### src/rtl/slpt_pkg.sv
// ----------------------------------------------------------------------------
// slpt_pkg: shared types and constants of the sound level peak tracker
// Register indexes, sequencer steps, the control word and the microcode
// table that drives the datapath.
// ----------------------------------------------------------------------------
package slpt_pkg;

	localparam int DEF_RING_DEPTH  = 8;
	localparam int DEF_SAMPLE_BITS = 10;

	localparam int CFG_IDX_W  = 4;
	localparam int CFG_DATA_W = 16;
	localparam int WIN_LEN_W  = 16;
	localparam int WIN_CNT_W  = 17;
	localparam int LEVEL_W    = 16;
	localparam int Q15_FRAC   = 15;

	localparam logic [WIN_LEN_W-1:0] WIN_LEN_RESET = 16'd1000;
	localparam logic [LEVEL_W-1:0]   Q15_ONE       = 16'h8000;

	typedef enum logic [CFG_IDX_W-1:0] {
		REG_PEAK_WINDOW_LEN = 4'd0,
		REG_PEAK_FLOOR      = 4'd1
	} reg_idx_t;

	typedef enum logic [3:0] {
		ST_IDLE     = 4'd0,
		ST_READ     = 4'd1,
		ST_UPDATE   = 4'd2,
		ST_READ_NEW = 4'd3,
		ST_NEW_SLOT = 4'd4,
		ST_SAT_TEST = 4'd5,
		ST_RAT_GO   = 4'd6,
		ST_RAT_WAIT = 4'd7,
		ST_RAT_ONE  = 4'd8,
		ST_OUT      = 4'd9
	} step_t;

	typedef enum logic [2:0] {
		JC_NEXT,
		JC_ALWAYS,
		JC_NO_ADV,
		JC_SAT,
		JC_START
	} jump_t;

	typedef enum logic [1:0] {
		DIV_NONE,
		DIV_RATIO
	} div_sel_t;

	typedef struct packed {
		logic     rd_en;
		logic     upd;
		logic     new_slot;
		div_sel_t div_sel;
		logic     div_wait;
		logic     lat_avg;
		logic     lat_ratio;
		logic     set_one;
		logic     out_load;
		jump_t    jc;
		step_t    target;
	} ctrl_t;

	function automatic ctrl_t ucode(step_t st);
		ctrl_t cw;
		cw = '0;
		cw.jc = JC_NEXT;
		cw.target = ST_IDLE;
		unique case (st)
			ST_IDLE: begin
				cw.jc = JC_START;
			end
			ST_READ: begin
				cw.rd_en = 1'b1;
			end
			ST_UPDATE: begin
				cw.upd = 1'b1;
				cw.jc = JC_NO_ADV;
				cw.target = ST_SAT_TEST;
			end
			ST_READ_NEW: begin
				cw.rd_en = 1'b1;
			end
			ST_NEW_SLOT: begin
				cw.new_slot = 1'b1;
			end
			ST_SAT_TEST: begin
				cw.lat_avg = 1'b1;
				cw.jc = JC_SAT;
				cw.target = ST_RAT_ONE;
			end
			ST_RAT_GO: begin
				cw.div_sel = DIV_RATIO;
			end
			ST_RAT_WAIT: begin
				cw.div_wait = 1'b1;
				cw.lat_ratio = 1'b1;
				cw.jc = JC_ALWAYS;
				cw.target = ST_OUT;
			end
			ST_RAT_ONE: begin
				cw.set_one = 1'b1;
			end
			ST_OUT: begin
				cw.out_load = 1'b1;
				cw.jc = JC_ALWAYS;
				cw.target = ST_IDLE;
			end
			default: begin
				cw.jc = JC_ALWAYS;
				cw.target = ST_IDLE;
			end
		endcase
		return cw;
	endfunction

endpackage

### src/rtl/slpt_div.sv
// ----------------------------------------------------------------------------
// slpt_div: restoring divider for the sum ratio
// One quotient bit per cycle. The remainder starts at rem_init, which is below
// the divisor, and is doubled at each step, most significant bit first.
// ----------------------------------------------------------------------------
module slpt_div
	import slpt_pkg::*;
#(
	parameter int SUM_W = 13,
	parameter int Q_W   = 16,
	parameter int CNT_W = 5
) (
	input  logic             clk,
	input  logic             arst_n,
	input  logic             start,
	input  logic [SUM_W-1:0] rem_init,
	input  logic [CNT_W-1:0] steps,
	input  logic [SUM_W-1:0] den,
	output logic             busy,
	output logic [Q_W-1:0]   quot
);

	logic [CNT_W-1:0] cnt_q;
	logic [SUM_W-1:0] rem_q;
	logic [SUM_W-1:0] den_q;
	logic [Q_W-1:0]   quot_q;
	logic [SUM_W:0]   rem_x;
	logic [SUM_W:0]   rem_d;
	logic             fits;

	assign busy  = (cnt_q != '0);
	assign quot  = quot_q;
	assign rem_x = {rem_q, 1'b0};
	assign fits  = (rem_x >= {1'b0, den_q});
	assign rem_d = rem_x - {1'b0, den_q};

	always_ff @(posedge clk or negedge arst_n) begin
		if (!arst_n) begin
			cnt_q <= '0;
		end else if (start) begin
			cnt_q <= steps;
		end else if (busy) begin
			cnt_q <= cnt_q - 1'b1;
		end
	end

	always_ff @(posedge clk) begin
		if (start) begin
			rem_q  <= rem_init;
			den_q  <= den;
			quot_q <= '0;
		end else if (busy) begin
			// The remainder stays below the divisor, so it fits back in SUM_W bits.
			rem_q  <= fits ? rem_d[SUM_W-1:0] : rem_x[SUM_W-1:0];
			quot_q <= {quot_q[Q_W-2:0], fits};
		end
	end

endmodule

### config.mk
export PLATFORM = sky130hd
export DESIGN_NAME = slpt_div
export DESIGN_NICKNAME = d
export VERILOG_FILES = /design/src/rtl/slpt_pkg.sv /design/src/rtl/slpt_div.sv
export SDC_FILE = /design/constraint.sdc
export NUM_CORES = 1
export LEC_CHECK = 0
export BUFFER_PORTS_ARGS = -buffer_cell sky130_fd_sc_hd__buf_2
export CORE_MARGIN = 5
export CORE_UTILIZATION = 45
export CTS_CLUSTER_DIAMETER = 40
export CTS_CLUSTER_SIZE = 25
export DETAILED_ROUTE_END_ITERATION = 10
export PLACE_DENSITY = 0.69
export SYNTH_ARGS = -nofsm -noshare
export SYNTH_HDL_FRONTEND = slang
export SYNTH_SLANG_ARGS = --single-unit
### constraint.sdc
create_clock -name clk -period 2.6 [get_ports clk]
set_input_delay 0.26 -clock clk [delete_from_list [all_inputs] [get_ports clk]]
set_output_delay 0.26 -clock clk [all_outputs]
set_load 0.1 [all_outputs]
==> results.md <==
* CTS tree: built
* R2R Setup Slk at between 0.07 and 0.08 ns
* Synth Net Count at 325
* Netlist cell types at 47
* Slew headroom at 58.17%
* RR Endpoint: rem_q[5]
* Final setup fails at 0
* Seq/Total Area, Yosys at 47.64%
* Layout overhead on the synthesized area at 20.22%
* Hold/Removal Path Class: in2reg
* Final Net Count at around 380
* Power per cell area at 1086 nW/µm²
* Post-Synthesis Cells at 275
* Initial DRC count at 107
* First-pass GRT wire length at 9149 µm
* Die Height at 85.63 µm
* Latest clock arrival within the worst-skew pair at 0.30 ns
* Synth Cell Area at 2574 µm²
* ANT nets after route at 0
* DRC viols at 0
* Reg-to-Reg Start: den_q[1]
* Max FO, Critical Path at 7
* WP data required at ~2.6 ns
* Peak VDD IR at about 0.39 mV
* Static leakage at ~1.4 nW
* R2R depth at 8
* Worst-margin pin slew at ~0.63 ns
* Top FF cell, synth: edfxtp_1
* Worst setup SP type: register
* First-pass DRT Iterations at 4
* H-tree levels at 2
* Core Util, Final at between 50 and 60%
* Register bit total from synthesis at 47
* Share of cells above drive strength 1 at 23.58%
* CP arrival at 2.56 ns
* Final Wtd Congestion at 0.8909
* Hold depth at 1
* Yosys warnings at 0
* Detailed Place HPWL at 4051 µm
* CTS max path bufs at 2
* Max Fclk at 395.4 MHz
* Routed via count at 2134
* Synthesized area per cell at 9.359 µm²
* Worst-path clk slew at around 0.09 ns
* Routed WL per cell at 13.84 µm
* Kind of critical path: reg2reg
* I/O pin count at 51
* Max-cap violations at 0
* Vias/cell at approximately 5.2
* Minimum clock period after layout at 2.529 ns
* Total congestion overflow at 0
* Share of flip-flops with an asynchronous set or reset at 10.64%
* Port buffer count at 50
* Total CTS buffers at 5
* Setup WS pre-CTS at around 0.091 ns
* Clk root buf: clkbuf_8
* Fill count at approximately 540
* Vias in the first global route at 2124
* Final wirelength at 5632 µm
* Sink Count at 47
* Critical path capture point type: register
* Largest net degree at the start of global routing at 50
* GRT Resource Usage Total at 15.38%
* Final WS setup at ~0.071 ns
* Hold path endpoint: den_q[4]
* Row Count at 27
* Setup Skew at 0.01058 ns
* Core ar. at 5540 µm²
* Fin crit share at around 100%
* Final Hold Fails at 0
* Antenna violations before repair at 0
* Pins over their slew limit at 0
* Die X at 85.63 µm
* Status: complete, no violations
* Starting density of the core at between 40% and 50%
* Diodes inserted at 0
* Number of synthesized flops with an enable pin at 26
* Die area at around 7300 µm²
* Hold_sp: den[4]
metrics by stage:
step	cell area (µm²)	hold slack [ns]	setup TNS, ns	cells	power (mW)
2_1_floorplan	2574	-0.03559	0	275	2.377
3_3_place_gp	2915	0.07807	0	393	2.698
3_5_place_dp	2915	0.07924	0	393	2.729
4_1_cts	3037	0.1169	0	402	3.257
5_1_grt	3094	0.1113	-0.07798	407	3.626
6_report	3094	0.1283	0	407	3.360
area by class of cell:
type                            instances  area [µm²]  share of cell area [%]
Multi-Input combinational cell        195        1222                   39.51
Timing Repair Buffer                   63       361.6                   11.69
Clock inverter                          2       17.52                  0.5661
Inverter                               22       82.58                   2.669
Tap cell                               72       90.09                   2.911
Sequential cell                        47        1226                   39.63
Clock buffer                            6       93.84                   3.033
registers in the layout (all words and copies together) (netlist names):
name,flops
cnt_q,5
den_q,13
rem_q,13
quot,16
Yosys cell counts, types with 4 or more instances:
cell type / n / share of area, %
edfxtp_1: 26 / 30
clkbuf_1: 8 / 1.2
a31oi_1: 5 / 1.2
nand3_1: 4 / 0.78
mux2i_1: 6 / 2.3
ha_1: 15 / 7.3
o31ai_1: 4 / 1.2
nor2_1: 16 / 2.3
dfxtp_1: 16 / 12
nand2_1: 52 / 7.6
o21ai_0: 10 / 1.9
inv_1: 20 / 2.9
o21ai_1: 4 / 0.78
nor3_1: 6 / 1.2
xnor2_1: 7 / 2.4
a21oi_1: 26 / 5.1
dfrtp_1: 5 / 4.9
worst max path at each step:
stage / from / endpoint / slack, ns
floorplan: den_q[0] / rem_q[4] / 0.12
global placement: den_q[0] / rem_q[1] / 0.19
detailed placement: den_q[0] / rem_q[5] / 0.09
CTS: den_q[0] / rem_q[5] / 0.05
global route: den_q[1] / rem_q[5] / -0.03
finish: den_q[1] / rem_q[5] / 0.07
what timing repair did:
| action | CTS | global route |
|---|---|---|
| buffers inserted | 0 | 5 |
| hold buffers | 1 | 0 |
| endpoints found under the hold margin | 5 | 0 |
| endpoints found under the setup margin | 0 | 7 |
| resized for setup | 0 | 7 |
power breakdown:
group,leakage (nW),internal [mW],total (mW),switching [mW]
registers,0.455,0.977,1.07,0.0931
logic,0.857,0.805,1.78,0.975
clock network,0.0569,0.253,0.510,0.257
worst max-delay path, cell delays in order (launching register included):
cell	delay, ns
edfxtp_1	0.43
fa_2	0.41
and2b_1	0.24
o211ai_2	0.10
a21o_1	0.24
a211oi_4	0.34
buf_6	0.19
mux2i_1	0.21
o21ai_1	0.09
routing by layer:
| layer | vias to the layer above | routed length (µm) | global-route usage (%) |
|---|---|---|---|
| li1 | 1077 | - | - |
| met1 | 988 | 2505 | 18.86 |
| met2 | 56 | 2769 | 26.55 |
| met3 | 13 | 268 | 3.842 |
| met4 | 0 | 89 | 4.748 |
| met5 | - | 0 | 0 |
cell families after synthesis:
| group | after synthesis | share of synthesized area (%) |
|---|---|---|
| adder cells (fa/ha/maj) | 16 | 8.070 |
| AND/OR/NAND/NOR | 92 | 15.46 |
| buffers and inverters | 33 | 5.202 |
| flip-flops | 47 | 47.64 |
| AO/OA/AOI/OAI | 70 | 17.36 |
| multiplexers | 8 | 3.209 |
| XOR/XNOR | 9 | 3.063 |
placed cells by master, fill, tap and decap left out, types with 6 or more instances in the layout:
master and count:
edfxtp_1 26, nand2_1 52, buf_4 9, dfxtp_1 16
o21ai_0 9, ha_1 15, a21oi_1 26, inv_1 20
buf_2 50, xnor2_1 7, mux2i_1 6, nor3_1 6
nor2_1 16
Note: power is estimated with default switching activity, not from simulation.
